$ cat config.mk
export PLATFORM = sky130hd
export DESIGN_NAME = hand_landmark_gesture_tracker_unit
export DESIGN_NICKNAME = d
export VERILOG_FILES = /design/src/hlgt_pkg.sv /design/src/hlgt_ctrl.sv /design/src/hlgt_dpath.sv /design/src/hand_landmark_gesture_tracker_unit.sv
export SDC_FILE = /design/constraint.sdc
export NUM_CORES = 2
export LEC_CHECK = 0
export ABC_AREA = 1
export BUFFER_PORTS_ARGS = -buffer_cell sky130_fd_sc_hd__buf_2
export CELL_PAD_IN_SITES_DETAIL_PLACEMENT = 0
export CELL_PAD_IN_SITES_GLOBAL_PLACEMENT = 2
export CORE_UTILIZATION = 30
export DETAILED_ROUTE_END_ITERATION = 6
export PLACE_DENSITY = 0.63
export SYNTH_ARGS = -nofsm -noshare
export SYNTH_HDL_FRONTEND = slang
export SYNTH_SLANG_ARGS = --single-unit
$ cat constraint.sdc
create_clock -name clk_i -period 10.6 [get_ports clk_i]
set_input_delay 2.65 -clock clk_i [delete_from_list [all_inputs] [get_ports clk_i]]
set_output_delay 2.65 -clock clk_i [all_outputs]
set_load 0.02 [all_outputs]
$ cat src/hlgt_pkg.sv
package hlgt_pkg;

  // Fixed sizes of the landmark set and of the configuration port
  localparam int NUM_POINTS    = 21;
  localparam int COORD_BITS_DEF = 14;
  localparam int POINT_IDX_W   = 5;
  localparam int CFG_IDX_W     = 3;
  localparam int CFG_DATA_W    = 12;
  localparam int DIM_W         = 12;
  localparam int RADIUS_W      = 14;
  localparam int FINGER_W      = 3;
  localparam int MISS_W        = 8;
  localparam int WEIGHT_W      = 4;

  // Reset values of the configuration registers
  localparam logic [DIM_W-1:0]    FRAME_W_RST  = 12'd640;
  localparam logic [DIM_W-1:0]    FRAME_H_RST  = 12'd480;
  localparam logic [WEIGHT_W-1:0] WEIGHT_RST   = 4'd3;
  localparam logic [MISS_W-1:0]   MISS_LIM_RST = 8'd3;
  localparam logic [DIM_W-1:0]    MIN_SPAN_RST = 12'd20;
  localparam logic [WEIGHT_W-1:0] WEIGHT_MAX   = 4'd10;
  localparam logic [MISS_W-1:0]   MISS_MAX     = 8'd255;
  localparam logic [RADIUS_W-1:0] RADIUS_MAX   = 14'd16383;

  // Reciprocal constants: x/10 = (x*DIV10_MUL) >> DIV10_SHIFT, x/5 likewise
  localparam logic [19:0] DIV10_MUL   = 20'hCCCCD;
  localparam int          DIV10_SHIFT = 23;
  localparam logic [15:0] DIV5_MUL    = 16'hCCCD;
  localparam int          DIV5_SHIFT  = 18;

  // Number of squared-difference steps in the finish pass
  localparam int SQ_STEPS = 6;

  // Configuration register indexes
  localparam logic [CFG_IDX_W-1:0] CFG_FRAME_W  = 3'd0;
  localparam logic [CFG_IDX_W-1:0] CFG_FRAME_H  = 3'd1;
  localparam logic [CFG_IDX_W-1:0] CFG_WEIGHT   = 3'd2;
  localparam logic [CFG_IDX_W-1:0] CFG_MISS_LIM = 3'd3;
  localparam logic [CFG_IDX_W-1:0] CFG_MIN_SPAN = 3'd4;

  // Item function codes
  typedef enum logic [1:0] {
    FUNC_POINT   = 2'd0,
    FUNC_NO_HAND = 2'd1,
    FUNC_FAILED  = 2'd2,
    FUNC_UNUSED  = 2'd3
  } func_e;

  typedef enum logic [3:0] {
    ST_IDLE,
    ST_READ,
    ST_MUL,
    ST_WRITE,
    ST_SWEEP,
    ST_SQ,
    ST_GEST,
    ST_SQRT,
    ST_PAD,
    ST_OUT
  } state_e;

  // Commands from the controller to the datapath
  typedef struct packed {
    logic load;
    logic clear;
    logic miss_inc;
    logic rd_point;
    logic mul;
    logic wr_point;
    logic sweep_init;
    logic sweep;
    logic sq_init;
    logic sq_step;
    logic gesture;
    logic sqrt_step;
    logic pad;
    logic out_load;
  } cmd_t;

  // Status from the datapath to the controller
  typedef struct packed {
    logic last;
    logic sweep_done;
    logic sq_done;
    logic erase_now;
    logic sqrt_done;
    logic out_free;
  } stat_t;

endpackage

$ cat src/hlgt_ctrl.sv
module hlgt_ctrl
  import hlgt_pkg::*;
(
  input  logic        clk_i,
  input  logic        rst_ni,
  input  logic        in_valid_i,
  output logic        in_stall_o,
  input  logic [1:0]  func_i,
  input  stat_t       stat_i,
  output cmd_t        cmd_o
);

  state_e state_q, state_d;
  logic   accept;

  assign in_stall_o = (state_q != ST_IDLE);
  assign accept     = in_valid_i && (state_q == ST_IDLE);

  // Advance the sequencer
  always_comb begin
    state_d = state_q;
    case (state_q)
      ST_IDLE: begin
        if (accept) begin
          case (func_e'(func_i))
            FUNC_POINT:   state_d = ST_READ;
            FUNC_NO_HAND: state_d = ST_PAD;
            FUNC_FAILED:  state_d = ST_PAD;
            default:      state_d = ST_IDLE;
          endcase
        end
      end
      ST_READ:  state_d = ST_MUL;
      ST_MUL:   state_d = ST_WRITE;
      ST_WRITE: state_d = stat_i.last ? ST_SWEEP : ST_IDLE;
      ST_SWEEP: if (stat_i.sweep_done) state_d = ST_SQ;
      ST_SQ:    if (stat_i.sq_done) state_d = ST_GEST;
      ST_GEST:  state_d = stat_i.erase_now ? ST_SQRT : ST_PAD;
      ST_SQRT:  if (stat_i.sqrt_done) state_d = ST_PAD;
      ST_PAD:   state_d = ST_OUT;
      ST_OUT:   if (stat_i.out_free) state_d = ST_IDLE;
      default:  state_d = ST_IDLE;
    endcase
  end

  // Drive datapath commands
  always_comb begin
    cmd_o = '0;
    case (state_q)
      ST_IDLE: begin
        if (accept) begin
          cmd_o.load = 1'b1;
          case (func_e'(func_i))
            FUNC_NO_HAND: cmd_o.clear    = 1'b1;
            FUNC_FAILED:  cmd_o.miss_inc = 1'b1;
            default:      cmd_o.load     = 1'b1;
          endcase
        end
      end
      ST_READ:  cmd_o.rd_point = 1'b1;
      ST_MUL:   cmd_o.mul = 1'b1;
      ST_WRITE: begin
        cmd_o.wr_point   = 1'b1;
        cmd_o.sweep_init = stat_i.last;
      end
      ST_SWEEP: begin
        cmd_o.sweep   = 1'b1;
        cmd_o.sq_init = stat_i.sweep_done;
      end
      ST_SQ:    cmd_o.sq_step = 1'b1;
      ST_GEST:  cmd_o.gesture = 1'b1;
      ST_SQRT:  cmd_o.sqrt_step = 1'b1;
      ST_PAD:   cmd_o.pad = 1'b1;
      ST_OUT:   cmd_o.out_load = stat_i.out_free;
      default:  cmd_o = '0;
    endcase
  end

  always_ff @(posedge clk_i or negedge rst_ni) begin
    if (!rst_ni) begin
      state_q <= ST_IDLE;
    end else begin
      state_q <= state_d;
    end
  end

endmodule

$ cat src/hlgt_dpath.sv
module hlgt_dpath
  import hlgt_pkg::*;
#(
  parameter int COORD_BITS = COORD_BITS_DEF
) (
  input  logic                          clk_i,
  input  logic                          rst_ni,
  input  logic                          cfg_we_i,
  input  logic [CFG_IDX_W-1:0]          cfg_index_i,
  input  logic [CFG_DATA_W-1:0]         cfg_data_i,
  input  logic [POINT_IDX_W-1:0]        point_index_i,
  input  logic signed [COORD_BITS-1:0]  point_x_i,
  input  logic signed [COORD_BITS-1:0]  point_y_i,
  input  logic                          last_i,
  input  cmd_t                          cmd_i,
  output stat_t                         stat_o,
  output logic                          out_valid_o,
  input  logic                          out_stall_i,
  output logic                          hand_detected_o,
  output logic                          painting_o,
  output logic                          erasing_o,
  output logic [FINGER_W-1:0]           finger_count_o,
  output logic signed [COORD_BITS-1:0]  eraser_x_o,
  output logic signed [COORD_BITS-1:0]  eraser_y_o,
  output logic [RADIUS_W-1:0]           eraser_radius_o,
  output logic                          track_valid_o,
  output logic [DIM_W-1:0]              search_x_o,
  output logic [DIM_W-1:0]              search_y_o,
  output logic [DIM_W-1:0]              search_w_o,
  output logic [DIM_W-1:0]              search_h_o
);

  localparam int CB    = COORD_BITS;
  localparam int SW    = CB + 5;
  localparam int PW    = SW + 20;
  localparam int DW    = 2 * CB + 2;
  localparam int EW    = ((CB > DIM_W + 1) ? CB : DIM_W + 1) + 1;
  localparam int IDXW  = $clog2(NUM_POINTS);
  localparam int SQRT_STEPS = DW / 2;
  localparam int CNT_MAX = (NUM_POINTS > SQRT_STEPS) ? NUM_POINTS : SQRT_STEPS;
  localparam int CNTW  = $clog2(CNT_MAX + 1);

  // Configuration registers
  logic [DIM_W-1:0]    cfg_w_q, cfg_h_q, cfg_span_q;
  logic [WEIGHT_W-1:0] cfg_wt_q;
  logic [MISS_W-1:0]   cfg_lim_q;

  // Item and point store
  logic [POINT_IDX_W-1:0]  idx_q;
  logic signed [CB-1:0]    x_q, y_q;
  logic                    last_q;
  logic signed [CB-1:0]    mem_x [NUM_POINTS];
  logic signed [CB-1:0]    mem_y [NUM_POINTS];
  logic signed [CB-1:0]    rd_x_q, rd_y_q;
  logic [IDXW-1:0]         rd_idx_q;
  logic                    rd_vld_q;
  logic [NUM_POINTS-1:0]   valid_q;
  logic                    idx_ok;
  logic                    mem_re, mem_we;
  logic [IDXW-1:0]         mem_raddr;

  // Tracking state
  logic [MISS_W-1:0]    miss_q, miss_sat;
  logic                 det_q, paint_q, erase_q, box_v_q;
  logic [FINGER_W-1:0]  fing_q;
  logic signed [CB-1:0] ctr_x_q, ctr_y_q;
  logic [RADIUS_W-1:0]  size_q;
  logic [DIM_W-1:0]     bx_q, by_q, bw_q, bh_q;
  logic [DIM_W-1:0]     mnx_q, mxx_q, mny_q, mxy_q;

  // Smoothing datapath
  logic [WEIGHT_W-1:0]  w_eff, w_new;
  logic signed [SW-1:0] wo_s, wn_s, ema_x, ema_y;
  logic signed [SW-1:0] sum_x_q, sum_y_q;
  logic                 take_q;
  logic [SW-1:0]        mag_x, mag_y;
  logic [PW-1:0]        prod_x, prod_y;
  logic [CB:0]          quo_x, quo_y;
  logic signed [CB-1:0] new_x, new_y, wr_x, wr_y;

  // Finish pass
  logic [CNTW-1:0]      cnt_q;
  logic signed [CB-1:0] cx_q [5];
  logic signed [CB-1:0] cy_q [5];
  logic signed [CB-1:0] fy_q [8];
  logic                 rd_pt_ok;
  logic signed [CB-1:0] vx, vy;
  logic signed [EW-1:0] wm1, hm1, cl_x1, cl_y1;
  logic [DIM_W-1:0]     tx, ty;
  logic signed [CB-1:0] sq_a, sq_b;
  logic signed [CB:0]   sq_diff;
  logic signed [DW-1:0] sq_prod;
  logic [DW-1:0]        d42_q, d32_q, d09_q;
  logic [DW+4:0]        thumb_l, thumb_r;
  logic                 thumb, ind_up, mid_up, ring_up, pinky_up, down3, erase_now;
  logic [DW-1:0]        rem_q, root_q, bit_q, trial;
  logic [DW-1:0]        half_root, root_nxt, radius_nxt;

  // Search region
  logic [DIM_W-1:0]     padx_q, pady_q;
  logic [29:0]          padx_p, pady_p;
  logic signed [DIM_W+2:0] sx_s, sy_s, avail_w, avail_h, ext_w, ext_h, sw_s, sh_s;
  logic [DIM_W-1:0]     sx_c, sy_c;

  // Output register
  logic                 out_valid_q;

  // Write configuration registers
  always_ff @(posedge clk_i or negedge rst_ni) begin
    if (!rst_ni) begin
      cfg_w_q    <= FRAME_W_RST;
      cfg_h_q    <= FRAME_H_RST;
      cfg_wt_q   <= WEIGHT_RST;
      cfg_lim_q  <= MISS_LIM_RST;
      cfg_span_q <= MIN_SPAN_RST;
    end else if (cfg_we_i) begin
      case (cfg_index_i)
        CFG_FRAME_W:  cfg_w_q    <= cfg_data_i[DIM_W-1:0];
        CFG_FRAME_H:  cfg_h_q    <= cfg_data_i[DIM_W-1:0];
        CFG_WEIGHT:   cfg_wt_q   <= cfg_data_i[WEIGHT_W-1:0];
        CFG_MISS_LIM: cfg_lim_q  <= cfg_data_i[MISS_W-1:0];
        CFG_MIN_SPAN: cfg_span_q <= cfg_data_i[DIM_W-1:0];
        default:      cfg_w_q    <= cfg_w_q;
      endcase
    end
  end

  // Latch the accepted item
  always_ff @(posedge clk_i) begin
    if (cmd_i.load) begin
      idx_q  <= point_index_i;
      x_q    <= point_x_i;
      y_q    <= point_y_i;
      last_q <= last_i;
    end
  end

  assign idx_ok = (idx_q < POINT_IDX_W'(NUM_POINTS));

  // Point store: one read port, one write port
  assign mem_re    = cmd_i.rd_point || (cmd_i.sweep && (cnt_q < CNTW'(NUM_POINTS)));
  assign mem_raddr = cmd_i.rd_point ? idx_q[IDXW-1:0] : cnt_q[IDXW-1:0];
  assign mem_we    = cmd_i.wr_point && idx_ok;

  always_ff @(posedge clk_i) begin
    if (mem_we) begin
      mem_x[idx_q[IDXW-1:0]] <= wr_x;
      mem_y[idx_q[IDXW-1:0]] <= wr_y;
    end
    if (mem_re) begin
      rd_x_q   <= mem_x[mem_raddr];
      rd_y_q   <= mem_y[mem_raddr];
      rd_idx_q <= mem_raddr;
    end
  end

  // Weighted sum of old and new point
  assign w_eff = (cfg_wt_q > WEIGHT_MAX) ? WEIGHT_MAX : cfg_wt_q;
  assign w_new = WEIGHT_MAX - w_eff;
  assign wo_s  = SW'($signed({1'b0, w_eff}));
  assign wn_s  = SW'($signed({1'b0, w_new}));
  assign ema_x = wo_s * SW'(rd_x_q) + wn_s * SW'(x_q);
  assign ema_y = wo_s * SW'(rd_y_q) + wn_s * SW'(y_q);

  always_ff @(posedge clk_i) begin
    if (cmd_i.mul) begin
      sum_x_q <= ema_x;
      sum_y_q <= ema_y;
      take_q  <= (miss_q != '0) || !(idx_ok && valid_q[idx_q[IDXW-1:0]]);
    end
  end

  // Divide by ten, truncated toward zero
  assign mag_x  = sum_x_q[SW-1] ? SW'(-sum_x_q) : SW'(sum_x_q);
  assign mag_y  = sum_y_q[SW-1] ? SW'(-sum_y_q) : SW'(sum_y_q);
  assign prod_x = PW'(mag_x) * PW'(DIV10_MUL);
  assign prod_y = PW'(mag_y) * PW'(DIV10_MUL);
  assign quo_x  = prod_x[DIV10_SHIFT +: CB+1];
  assign quo_y  = prod_y[DIV10_SHIFT +: CB+1];
  assign new_x  = sum_x_q[SW-1] ? CB'(-quo_x) : CB'(quo_x);
  assign new_y  = sum_y_q[SW-1] ? CB'(-quo_y) : CB'(quo_y);
  assign wr_x   = take_q ? x_q : new_x;
  assign wr_y   = take_q ? y_q : new_y;

  // Clamp the swept point into the frame
  assign rd_pt_ok = valid_q[rd_idx_q];
  assign vx    = rd_pt_ok ? rd_x_q : '0;
  assign vy    = rd_pt_ok ? rd_y_q : '0;
  assign wm1   = EW'($signed({1'b0, cfg_w_q})) - EW'(1);
  assign hm1   = EW'($signed({1'b0, cfg_h_q})) - EW'(1);
  assign cl_x1 = (EW'(rd_x_q) > wm1) ? wm1 : EW'(rd_x_q);
  assign cl_y1 = (EW'(rd_y_q) > hm1) ? hm1 : EW'(rd_y_q);
  assign tx    = cl_x1[EW-1] ? '0 : cl_x1[DIM_W-1:0];
  assign ty    = cl_y1[EW-1] ? '0 : cl_y1[DIM_W-1:0];

  // Squared differences, one product a cycle
  always_comb begin
    sq_a = '0;
    sq_b = '0;
    case (cnt_q)
      CNTW'(0): begin sq_a = cx_q[3]; sq_b = cx_q[1]; end
      CNTW'(1): begin sq_a = cy_q[3]; sq_b = cy_q[1]; end
      CNTW'(2): begin sq_a = cx_q[2]; sq_b = cx_q[1]; end
      CNTW'(3): begin sq_a = cy_q[2]; sq_b = cy_q[1]; end
      CNTW'(4): begin sq_a = cx_q[0]; sq_b = cx_q[4]; end
      CNTW'(5): begin sq_a = cy_q[0]; sq_b = cy_q[4]; end
      default: begin sq_a = '0; sq_b = '0; end
    endcase
  end
  assign sq_diff = (CB+1)'(sq_a) - (CB+1)'(sq_b);
  assign sq_prod = DW'(sq_diff) * DW'(sq_diff);

  // Gesture decisions from captured points
  assign thumb_l   = (DW+5)'(d42_q) * (DW+5)'(25);
  assign thumb_r   = (DW+5)'(d32_q) * (DW+5)'(16);
  assign thumb     = thumb_l > thumb_r;
  assign ind_up    = fy_q[1] < fy_q[0];
  assign mid_up    = fy_q[3] < fy_q[2];
  assign ring_up   = fy_q[5] < fy_q[4];
  assign pinky_up  = fy_q[7] < fy_q[6];
  assign down3     = (fy_q[3] > fy_q[2]) && (fy_q[5] > fy_q[4]) && (fy_q[7] > fy_q[6]);
  assign erase_now = !ind_up && down3;

  // Integer square root, one result bit a cycle
  assign trial      = root_q + bit_q;
  assign half_root  = root_q >> 1;
  assign root_nxt   = (rem_q >= trial) ? half_root + bit_q : half_root;
  assign radius_nxt = root_nxt >> 1;

  // Sweep, squares, gesture and square root sequencing
  always_ff @(posedge clk_i) begin
    if (cmd_i.sweep_init) begin
      cnt_q <= '0;
    end else if (cmd_i.sq_init || cmd_i.gesture) begin
      cnt_q <= '0;
    end else if (cmd_i.sweep || cmd_i.sq_step || cmd_i.sqrt_step) begin
      cnt_q <= cnt_q + CNTW'(1);
    end

    if (cmd_i.sweep_init) begin
      rd_vld_q <= 1'b0;
    end else if (cmd_i.sweep) begin
      rd_vld_q <= (cnt_q < CNTW'(NUM_POINTS));
    end

    // Capture the points that the gesture tests need
    if (cmd_i.sweep && rd_vld_q) begin
      case (rd_idx_q)
        IDXW'(0):  begin cx_q[0] <= vx; cy_q[0] <= vy; end
        IDXW'(2):  begin cx_q[1] <= vx; cy_q[1] <= vy; end
        IDXW'(3):  begin cx_q[2] <= vx; cy_q[2] <= vy; end
        IDXW'(4):  begin cx_q[3] <= vx; cy_q[3] <= vy; end
        IDXW'(9):  begin cx_q[4] <= vx; cy_q[4] <= vy; end
        IDXW'(6):  fy_q[0] <= vy;
        IDXW'(8):  fy_q[1] <= vy;
        IDXW'(10): fy_q[2] <= vy;
        IDXW'(12): fy_q[3] <= vy;
        IDXW'(14): fy_q[4] <= vy;
        IDXW'(16): fy_q[5] <= vy;
        IDXW'(18): fy_q[6] <= vy;
        IDXW'(20): fy_q[7] <= vy;
        default:   fy_q[0] <= fy_q[0];
      endcase
    end

    // Accumulate squared distances
    if (cmd_i.sq_init) begin
      d42_q <= '0;
      d32_q <= '0;
      d09_q <= '0;
    end else if (cmd_i.sq_step) begin
      case (cnt_q)
        CNTW'(0), CNTW'(1): d42_q <= d42_q + DW'(sq_prod);
        CNTW'(2), CNTW'(3): d32_q <= d32_q + DW'(sq_prod);
        CNTW'(4), CNTW'(5): d09_q <= d09_q + DW'(sq_prod);
        default:            d09_q <= d09_q;
      endcase
    end

    if (cmd_i.gesture) begin
      rem_q  <= d09_q;
      root_q <= '0;
      bit_q  <= DW'(1) << (DW - 2);
    end else if (cmd_i.sqrt_step) begin
      if (rem_q >= trial) begin
        rem_q <= rem_q - trial;
      end
      root_q <= root_nxt;
      bit_q  <= bit_q >> 2;
    end
  end

  // Saturating miss count
  assign miss_sat = (miss_q == MISS_MAX) ? MISS_MAX : miss_q + MISS_W'(1);

  // Tracking state
  always_ff @(posedge clk_i or negedge rst_ni) begin
    if (!rst_ni) begin
      valid_q <= '0;
      miss_q  <= '0;
      det_q   <= 1'b0;
      paint_q <= 1'b0;
      erase_q <= 1'b0;
      box_v_q <= 1'b0;
      fing_q  <= '0;
      ctr_x_q <= '0;
      ctr_y_q <= '0;
      size_q  <= '0;
      bx_q    <= '0;
      by_q    <= '0;
      bw_q    <= '0;
      bh_q    <= '0;
      mnx_q   <= '0;
      mxx_q   <= '0;
      mny_q   <= '0;
      mxy_q   <= '0;
    end else begin
      if (cmd_i.clear || (cmd_i.miss_inc && (miss_sat > cfg_lim_q))) begin
        valid_q <= '0;
        det_q   <= 1'b0;
        paint_q <= 1'b0;
        erase_q <= 1'b0;
        box_v_q <= 1'b0;
      end
      if (cmd_i.miss_inc) begin
        miss_q <= miss_sat;
      end
      if (mem_we) begin
        valid_q[idx_q[IDXW-1:0]] <= 1'b1;
      end

      // Grow the bounding extent over valid points
      if (cmd_i.sweep_init) begin
        mnx_q <= cfg_w_q;
        mxx_q <= '0;
        mny_q <= cfg_h_q;
        mxy_q <= '0;
      end else if (cmd_i.sweep && rd_vld_q && rd_pt_ok) begin
        if (tx < mnx_q) mnx_q <= tx;
        if (tx > mxx_q) mxx_q <= tx;
        if (ty < mny_q) mny_q <= ty;
        if (ty > mxy_q) mxy_q <= ty;
      end

      // Finish the frame
      if (cmd_i.gesture) begin
        miss_q  <= '0;
        det_q   <= 1'b1;
        fing_q  <= FINGER_W'(thumb) + FINGER_W'(ind_up) + FINGER_W'(mid_up)
                 + FINGER_W'(ring_up) + FINGER_W'(pinky_up);
        paint_q <= ind_up && down3;
        erase_q <= erase_now;
        if (erase_now) begin
          ctr_x_q <= cx_q[4];
          ctr_y_q <= cy_q[4];
        end else begin
          size_q <= '0;
        end
        if ((mxx_q > mnx_q) && (mxy_q > mny_q) && ((mxx_q - mnx_q) > cfg_span_q)) begin
          bx_q    <= mnx_q;
          by_q    <= mny_q;
          bw_q    <= mxx_q - mnx_q;
          bh_q    <= mxy_q - mny_q;
          box_v_q <= 1'b1;
        end else begin
          box_v_q <= 1'b0;
        end
      end

      // Half the final root, saturated
      if (cmd_i.sqrt_step && (cnt_q == CNTW'(SQRT_STEPS - 1))) begin
        if (radius_nxt > DW'(RADIUS_MAX)) begin
          size_q <= RADIUS_MAX;
        end else begin
          size_q <= radius_nxt[RADIUS_W-1:0];
        end
      end
    end
  end

  // Padding of four fifths of the box span
  assign padx_p = 30'({bw_q, 2'b00}) * 30'(DIV5_MUL);
  assign pady_p = 30'({bh_q, 2'b00}) * 30'(DIV5_MUL);

  always_ff @(posedge clk_i) begin
    if (cmd_i.pad) begin
      padx_q <= padx_p[DIV5_SHIFT +: DIM_W];
      pady_q <= pady_p[DIV5_SHIFT +: DIM_W];
    end
  end

  // Search region clamped into the frame
  assign sx_s    = (DIM_W+3)'({1'b0, bx_q}) - (DIM_W+3)'({1'b0, padx_q});
  assign sy_s    = (DIM_W+3)'({1'b0, by_q}) - (DIM_W+3)'({1'b0, pady_q});
  assign sx_c    = sx_s[DIM_W+2] ? '0 : sx_s[DIM_W-1:0];
  assign sy_c    = sy_s[DIM_W+2] ? '0 : sy_s[DIM_W-1:0];
  assign avail_w = (DIM_W+3)'({1'b0, cfg_w_q}) - (DIM_W+3)'({1'b0, sx_c});
  assign avail_h = (DIM_W+3)'({1'b0, cfg_h_q}) - (DIM_W+3)'({1'b0, sy_c});
  assign ext_w   = (DIM_W+3)'({1'b0, bw_q}) + (DIM_W+3)'({1'b0, padx_q, 1'b0});
  assign ext_h   = (DIM_W+3)'({1'b0, bh_q}) + (DIM_W+3)'({1'b0, pady_q, 1'b0});
  assign sw_s    = (avail_w < ext_w) ? avail_w : ext_w;
  assign sh_s    = (avail_h < ext_h) ? avail_h : ext_h;

  // Output register: hold until taken
  always_ff @(posedge clk_i or negedge rst_ni) begin
    if (!rst_ni) begin
      out_valid_q <= 1'b0;
    end else if (cmd_i.out_load) begin
      out_valid_q <= 1'b1;
    end else if (!out_stall_i) begin
      out_valid_q <= 1'b0;
    end
  end

  always_ff @(posedge clk_i) begin
    if (cmd_i.out_load) begin
      hand_detected_o <= det_q;
      painting_o      <= det_q && paint_q;
      erasing_o       <= det_q && erase_q;
      finger_count_o  <= fing_q;
      eraser_x_o      <= ctr_x_q;
      eraser_y_o      <= ctr_y_q;
      eraser_radius_o <= (det_q && erase_q) ? size_q : '0;
      track_valid_o   <= box_v_q;
      search_x_o      <= box_v_q ? sx_c : '0;
      search_y_o      <= box_v_q ? sy_c : '0;
      search_w_o      <= (box_v_q && !sw_s[DIM_W+2]) ? sw_s[DIM_W-1:0] : '0;
      search_h_o      <= (box_v_q && !sh_s[DIM_W+2]) ? sh_s[DIM_W-1:0] : '0;
    end
  end

  assign out_valid_o = out_valid_q;

  // Status to the controller
  assign stat_o.last       = last_q;
  assign stat_o.sweep_done = (cnt_q == CNTW'(NUM_POINTS));
  assign stat_o.sq_done    = (cnt_q == CNTW'(SQ_STEPS - 1));
  assign stat_o.erase_now  = erase_now;
  assign stat_o.sqrt_done  = (cnt_q == CNTW'(SQRT_STEPS - 1));
  assign stat_o.out_free   = !out_valid_q || !out_stall_i;

endmodule

$ cat src/hand_landmark_gesture_tracker_unit.sv
// Hand landmark gesture tracker. A frame is 21 landmark items (func 0, the
// final one with last set) or a single no-hand or extraction-failed item.
// Each landmark item passes the states accept, store read, weighted sum, and
// divide and write, paced by the sequencer. The final landmark adds a finish
// pass: a sweep of the point store, six squared-distance steps on one shared
// multiplier, a gesture decision, COORD_BITS+1 square-root steps for a fist,
// then the search-region step and the result load. No-hand and failed items
// pass only the search-region step and the result load. The result load waits
// while the previous result is still held in the output register; the next
// item is taken while a result waits there. Configuration must be written
// only while the block is idle; the block itself does not enforce this.
module hand_landmark_gesture_tracker_unit
  import hlgt_pkg::*;
#(
  parameter int COORD_BITS = COORD_BITS_DEF
) (
  input  logic                          clk_i,
  input  logic                          rst_ni,
  input  logic                          cfg_we_i,
  input  logic [CFG_IDX_W-1:0]          cfg_index_i,
  input  logic [CFG_DATA_W-1:0]         cfg_data_i,
  input  logic                          in_valid_i,
  output logic                          in_stall_o,
  input  logic [1:0]                    func_i,
  input  logic [POINT_IDX_W-1:0]        point_index_i,
  input  logic signed [COORD_BITS-1:0]  point_x_i,
  input  logic signed [COORD_BITS-1:0]  point_y_i,
  input  logic                          last_i,
  output logic                          out_valid_o,
  input  logic                          out_stall_i,
  output logic                          hand_detected_o,
  output logic                          painting_o,
  output logic                          erasing_o,
  output logic [FINGER_W-1:0]           finger_count_o,
  output logic signed [COORD_BITS-1:0]  eraser_x_o,
  output logic signed [COORD_BITS-1:0]  eraser_y_o,
  output logic [RADIUS_W-1:0]           eraser_radius_o,
  output logic                          track_valid_o,
  output logic [DIM_W-1:0]              search_x_o,
  output logic [DIM_W-1:0]              search_y_o,
  output logic [DIM_W-1:0]              search_w_o,
  output logic [DIM_W-1:0]              search_h_o
);

  cmd_t  cmd;
  stat_t stat;

  hlgt_ctrl u_ctrl (
    .clk_i      (clk_i),
    .rst_ni     (rst_ni),
    .in_valid_i (in_valid_i),
    .in_stall_o (in_stall_o),
    .func_i     (func_i),
    .stat_i     (stat),
    .cmd_o      (cmd)
  );

  hlgt_dpath #(
    .COORD_BITS (COORD_BITS)
  ) u_dpath (
    .clk_i           (clk_i),
    .rst_ni          (rst_ni),
    .cfg_we_i        (cfg_we_i),
    .cfg_index_i     (cfg_index_i),
    .cfg_data_i      (cfg_data_i),
    .point_index_i   (point_index_i),
    .point_x_i       (point_x_i),
    .point_y_i       (point_y_i),
    .last_i          (last_i),
    .cmd_i           (cmd),
    .stat_o          (stat),
    .out_valid_o     (out_valid_o),
    .out_stall_i     (out_stall_i),
    .hand_detected_o (hand_detected_o),
    .painting_o      (painting_o),
    .erasing_o       (erasing_o),
    .finger_count_o  (finger_count_o),
    .eraser_x_o      (eraser_x_o),
    .eraser_y_o      (eraser_y_o),
    .eraser_radius_o (eraser_radius_o),
    .track_valid_o   (track_valid_o),
    .search_x_o      (search_x_o),
    .search_y_o      (search_y_o),
    .search_w_o      (search_w_o),
    .search_h_o      (search_h_o)
  );

endmodule

======== Yosys cells after proc, flatten, opt, wreduce, memory -nomap -nowiden ========
Memories as Yosys holds them, arrays and structs flattened. A register that Yosys moved wholly into a read port is not among the register bits.
Index checks and enable logic that the tools add are counted.
word-level totals
  bits in registers ....................... 597
  memory bits (writable) .................. 840
  input bits .............................. 56
  output and inout bits ................... 99
  logic and storage cells ................. 432
  memories ................................ 5
memory list
  memory         words  width  read ports  clocked after Yosys merged registers in  write ports  RTL line          source
  u_dpath.mem_x  21     14     1           1                                        1            hlgt_dpath.sv:52  logic signed [CB-1:0] mem_x [NUM_POINTS];
  u_dpath.mem_y  21     14     1           1                                        1            hlgt_dpath.sv:53  logic signed [CB-1:0] mem_y [NUM_POINTS];
  u_dpath.fy_q   8      14     8           0                                        1            hlgt_dpath.sv:85  logic signed [CB-1:0] fy_q [8];
  u_dpath.cx_q   5      14     5           0                                        1            hlgt_dpath.sv:83  logic signed [CB-1:0] cx_q [5];
  u_dpath.cy_q   5      14     5           0                                        1            hlgt_dpath.sv:84  logic signed [CB-1:0] cy_q [5];
cells by class
  add/subtract/negate cells ............... 30
  $mul .................................... 10
  magnitude comparators ................... 28
  equality and inequality tests ........... 42
  muxes and demuxes ....................... 171
  bitwise logic cells ..................... 2
  reduce and logical (&&, ||, !) cells .... 89
operators with widths
  cell                                                 number
  2-to-1 mux 14 bit                                    26
  OR reduction 14 bit                                  15
  2-to-1 mux 12 bit                                    16
  2-to-1 mux 30 bit                                    4
  adder 30 bit                                         3
  one-hot mux 14 bit (6 select lines)                  1
  2-to-1 mux 1 bit                                     79
  multiplier 5 x 14 -> 19 bit                          4
  multiplier 19 x 20 -> 37 bit, second input constant  2
  > comparator 12 bit                                  5
  2-to-1 mux 15 bit                                    4
  less-than comparator 14 bit                          4
  multiplier 12 x 16 -> 28 bit, second input constant  2
  one-hot mux 14 bit (4 select lines)                  1
  2-to-1 mux 3 bit                                     18
  subtractor 12 x 12 -> 13 bit                         4
  > comparator 14 bit                                  3
  2-to-1 mux 21 bit                                    2
  one-hot mux 4 bit (10 select lines)                  1
  adder 19 bit                                         2
  2-to-1 mux 19 bit                                    2
  negation 19 bit                                      2
  > comparator 35 x 34 -> 1 bit                        1
  multiplier 30 x 5 -> 35 bit, second input constant   1
  64 further kinds                                     170

======== Logic depth before layout (Yosys ltp) ========
  depth after elaboration ................. 13
  depth in mapped cells ................... 61
  gate-level depth less buffers ........... 60

======== Hierarchy ========
A second synthesis with hierarchy kept.
unflattened totals
  cells, all modules ...................... 12248
  area, all modules ....................... 111483.2 µm²
modules (own cells, without submodules)
  module      instances  cells each  area an instance (µm²)  seq. area each (µm²)
  hlgt_dpath  1          12161       110963.9                41359.7
  hlgt_ctrl   1          87          519.2                   100.1

======== Least setup slack after synthesis ========
OpenSTA, ideal clock, no wires.
  path type ............................... register to register
  start ................................... reg u_dpath.cnt_q[1]
  end ..................................... reg u_dpath.d32_q[29]
  setup time .............................. 0.113 ns
  data arrival time ....................... 9.743 ns
  data required time ...................... 10.487 ns
  path slack .............................. 0.744 ns
  stages on the path, launching flop included .. 51
  buffers on the path ..................... 1
  period minus slack after synthesis ...... 9.856 ns
  cell sequence ........................... dfxtp_1 -> inv_1 -> ha_1 -> inv_1 -> nor2_1 -> nand2_1 -> inv_1 -> clkbuf_1 -> a32o_1 -> a221oi_1 -> nand3_1 -> ha_1 -> nand2_1 -> nor3_1 -> a21oi_1 -> or2_2 -> nand2_1 -> a21oi_1 -> (+15 left out) -> o21a_1 -> nand2_1 -> a21boi_0 -> o21ai_1 -> a21oi_1 -> o21ai_1 -> a21oi_1 -> xnor2_1 -> ha_1 -> a21oi_1 -> o21ai_0 -> a221oi_1 -> o21ai_0 -> or2_2 -> nand3_1 -> nand2_1 -> nand2_1 -> nor2_1
between the ends
  cells in the longest elaborated chain, start to end .. 6
  elaborated cells on any way between the ends .. 17
  those cells by class .................... 2 x add/sub; 1 x mul; 6 x eq/ne; 3 x mux; 5 x reduce/logical
ends and longest elaborated chain
  item                                                  RTL line           source
  start, declared                                       hlgt_dpath.sv:82   logic [CNTW-1:0] cnt_q;
  start signal, assigned                                hlgt_dpath.sv:237  cnt_q <= cnt_q + CNTW'(1);
  == test 5 x 1 -> 1 bit, or another cell as far along  hlgt_dpath.sv:200  case (cnt_q)
  OR reduction 2 bit (no source line)                   n/a
  one-hot mux 14 bit (4 select lines)                   hlgt_dpath.sv:200
  subtractor 14 x 14 -> 15 bit                          hlgt_dpath.sv:210  assign sq_diff = (CB+1)'(sq_a) - (CB+1)'(sq_b);
  multiplier 15 x 15 -> 30 bit                          hlgt_dpath.sv:211  assign sq_prod = DW'(sq_diff) * DW'(sq_diff);
  adder 30 bit                                          hlgt_dpath.sv:274  CNTW'(2), CNTW'(3): d32_q <= d32_q + DW'(sq_prod);
  end signal, assigned                                  hlgt_dpath.sv:274
  end, declared                                         hlgt_dpath.sv:93   logic [DW-1:0] d42_q, d32_q, d09_q;
Several ways; a longest one is shown, not always the timed one.
A chain may end at the register's enable or synchronous reset.

======== Final worst setup path ========
  start ................................... reg u_dpath.cnt_q[0]
  end ..................................... reg u_dpath.d32_q[29]
The elaborated chain is that of the path after synthesis.

==> summary.md <==
| Metric | Value |
|---|---|
| CTS sink count | `around 1500` |
| Number of vias per cell after detailed routing | `between 4 and 5` |
| Net count of the mapped netlist | `14040` |
| Skew final | `62.27 ps` |
| Max-cap check violation count | `0` |
| Most prevalent standard cell on the critical path | `sky130_fd_sc_hd__inv_1` |
| Die span in x | `between 600 and 700 µm` |
| Total cell area at the placement stage | `0.1196 mm²` |
| Port Buf Inserts | `between 150 and 200` |
| Sequential fraction of the synthesis area | `0.3741` |
| Total global routing track utilization | `0.1948` |
| Maximum buffer depth of the clock tree | `4` |
| Worst hold slack | `about 460 ps` |
| Residual overflow from global routing | `0` |
| IO Count | `between 150 and 200` |
| Maximum number of pins on one net before global-route repair | `143` |
| Row count | `222` |
| Post-CTS clock slew at the launch and capture registers of the worst setup and hold paths | `60 ps` |
| Buffer cell driving the clock tree root | `sky130_fd_sc_hd__clkbuf_16` |
| TritonCTS buffer count | `187` |
| Dominant synthesized flop cell | `sky130_fd_sc_hd__edfxtp_1` |
| Vias after detailed routing | `about 84000` |
| Measured slew at the worst slew-check pin | `between 1000 and 1500 ps` |
| CTS H-tree lvls | `4` |
| Most numerous cell in the Yosys netlist | `sky130_fd_sc_hd__inv_1` |
| Mean routed wirelength per cell | `approximately 21 µm` |
| Leading post-synthesis cells by instance count | `sky130_fd_sc_hd__inv_1 (2187), sky130_fd_sc_hd__nand2_1 (1806), sky130_fd_sc_hd__ha_1 (1197), sky130_fd_sc_hd__nor2_1 (1133), sky130_fd_sc_hd__edfxtp_1 (1097)` |
| Number of synthesized register bits | `1465` |
| Final estimated routing congestion in global placement | `0.8478` |
| Post-Synthesis Mean Instance Area | `just over 9 µm²` |
| Crit path time final | `9969 ps` |
| Max-slew violation total from the final report | `0` |
| Crit path arrival time | `between 10000 and 15000 ps` |
| Worst slew margin relative to its limit | `0.1674` |
| FMAX | `100.3 MHz` |
| Cell types occupying the most area after synthesis | `sky130_fd_sc_hd__edfxtp_1 (30%), sky130_fd_sc_hd__ha_1 (14%), sky130_fd_sc_hd__fa_1 (12%)` |
| Netlist area before placement | `0.1108 mm²` |
| Synth-to-layout area growth | `14.09%` |
| Ratio of final minimum period to clock period | `0.9404` |
| Die height | `just over 600 µm` |
| Unique masters post-synth | `72` |
| Share of cells above drive strength 1 | `0.08686` |
| Final ANT Viol Nets | `0` |
| Antenna violations before repair | `13` |
| RSZ-0062 raised after global routing | `yes` |
| 1st-iter DRT viols | `5391` |
| Maximum fanout encountered on the critical timing path | `13` |
| Post-route design area | `0.1265 mm²` |
| Count of TritonRoute iterations in the first routing pass | `7` |
| Kind of critical path | `register to register` |
| Post-synth EDFFs | `about 1100` |
| Synth Warn # | `0` |
| Core area | `about 0.37 mm²` |
| Hold bufs inserted after CTS | `0` |
| Number of nets in the final layout | `roughly 14000` |
| Failing checks | `DRC` |
| Clock latency of the later-clocked register in the worst-skew pair | `900 ps` |
| First-pass GRT wire length | `approximately 550000 µm` |
| Status | `finished with violations` |
| Post-Syn Instances | `12100` |
| Initial core utilization | `0.3023` |
| Post-detailed-placement half-perimeter wirelength | `roughly 280000 µm` |
| Total DRC errors in the routed layout | `1` |
| Startpoint Class | `register` |
| CTS tree | `done` |
| Number of global-route vias before repair | `87040` |
| Synth area leader | `sky130_fd_sc_hd__edfxtp_1` |
| Routed WL | `364800 µm` |
| Path type of the worst min-delay path | `register to register` |
| Nature of the critical path endpoint | `register` |
| Delay of the slowest cell on the worst path | `560 ps` |
| Required time of the critical path | `11340 ps` |
| Share of the synthesized area in the top cell type | `0.2972` |
| Die footprint | `0.3719 mm²` |
| Final setup viols | `0` |
| Share of flip-flops with an asynchronous set or reset | `0.1549` |
| Highest-delay cell along the critical path | `sky130_fd_sc_hd__fa_1` |
| Final Hold Violating Endpoints | `0` |
[state kept, by name, summed over array words and instances, names as in the netlist, 15 cells and up]
signal and count:
u_dpath.sum_y_q 19, u_dpath.mem_y 294, u_dpath.d09_q 30, u_dpath.sum_x_q 19, u_dpath.root_q 30, u_dpath.mem_x 294, u_dpath.d42_q 30, u_dpath.cx_q 70
u_dpath.bit_q 15, u_dpath.d32_q 30, u_dpath.cy_q 70, u_dpath.fy_q 112, u_dpath.valid_q 21, u_dpath.rem_q 30
[path summary, 6_finish.rpt]
check / startpoint / endpoint / slack [ps] / cells after the start
worst max register to register: u_dpath.cnt_q[0] / u_dpath.d32_q[29] / 630 / 51
worst min-delay path: u_dpath.ctr_x_q[6] / u_dpath.eraser_x_o[6] / 460 / 0
worst max-delay path: u_dpath.cnt_q[0] / u_dpath.d32_q[29] / 630 / 51
worst min register to register: u_dpath.ctr_x_q[6] / u_dpath.eraser_x_o[6] / 460 / 0
min in group asynchronous: rst_ni / u_dpath.cfg_w_q[2] / 1780 / 1
max in group asynchronous: rst_ni / u_dpath.out_valid_o / 7330 / 2
[layer usage]
metal	global-route usage	part of all wire
met1	0.2670	0.47
met2	0.3364	0.48
met3	0.01618	0.032
met4	0.03656	0.018
met5	0	0
[cells in the final DEF, fill, tap and decap left out, types with 91 or more instances in the layout]
cell type | netlist | final
sky130_fd_sc_hd__buf_4 | 7 | 370
sky130_fd_sc_hd__nand3_1 | 368 | 363
sky130_fd_sc_hd__nor3_1 | 126 | 116
sky130_fd_sc_hd__edfxtp_1 | 1097 | 1097
sky130_fd_sc_hd__clkbuf_16 | 0 | 188
sky130_fd_sc_hd__o221ai_1 | 114 | 113
sky130_fd_sc_hd__xnor2_1 | 138 | 136
sky130_fd_sc_hd__o21ai_1 | 68 | 91
sky130_fd_sc_hd__xor2_1 | 262 | 257
sky130_fd_sc_hd__inv_1 | 2187 | 2178
sky130_fd_sc_hd__ha_1 | 1197 | 1186
sky130_fd_sc_hd__fa_1 | 689 | 687
sky130_fd_sc_hd__nor2_1 | 1133 | 1091
sky130_fd_sc_hd__o21ai_0 | 914 | 884
sky130_fd_sc_hd__nand2_1 | 1806 | 1791
sky130_fd_sc_hd__dfxtp_1 | 141 | 140
sky130_fd_sc_hd__a21oi_1 | 625 | 605
sky130_fd_sc_hd__buf_2 | 57 | 153
sky130_fd_sc_hd__dfrtp_1 | 215 | 215
[area by class of cell]
class,count,area (µm²)
clock buffer,229,4959
tap,4816,6026
timing repair buffer,534,3724
sequential,1465,41460
fill,37780,240200
inverter,2210,8302
antenna,5,12.51
clock inverter,111,1249
multi-input combinational,8126,60720
[what timing repair did]
item | CTS | global route
buffers inserted | 1 | 4
gates resized for setup | 4 | 119
pin swaps | 1 | 28
endpoints found under the setup margin | 6 | 43
[stage by stage]
step | worst slack [ps] | utilization | std cells | TNS (ps)
global placement | -178.1 | 0.3263 | 17150 | -536.5
global route | -33.40 | 0.3449 | 17490 | -98.82
floorplan | 743.9 | - | 12100 | 0
CTS | 30.98 | 0.3433 | 17490 | 0
finish | 631.5 | 0.3449 | 17500 | 0
detailed placement | -188.9 | 0.3263 | 17150 | -854.6
[critical path: cells and delay by family, from the launching register on]
family	cells	cell delay [ps]
adder cells (fa/ha/maj)	10	4160
buffers and inverters	9	760
AO/OA/AOI/OAI	15	2520
flip-flops	1	350
AND/OR/NAND/NOR	16	1890
XOR/XNOR	1	180
[logic make-up after synthesis]
group           share of synthesized area
buf+inv                           0.08606
xor+xnor                          0.03190
fa+ha+maj                          0.2596
mux                             0.0002709
simple gates                       0.1354
flops                              0.3741
compound gates                     0.1128
Power is left out: the tool's default activity adds up to more than one toggle a clock period on the data nets, which glitch-free logic cannot reach.
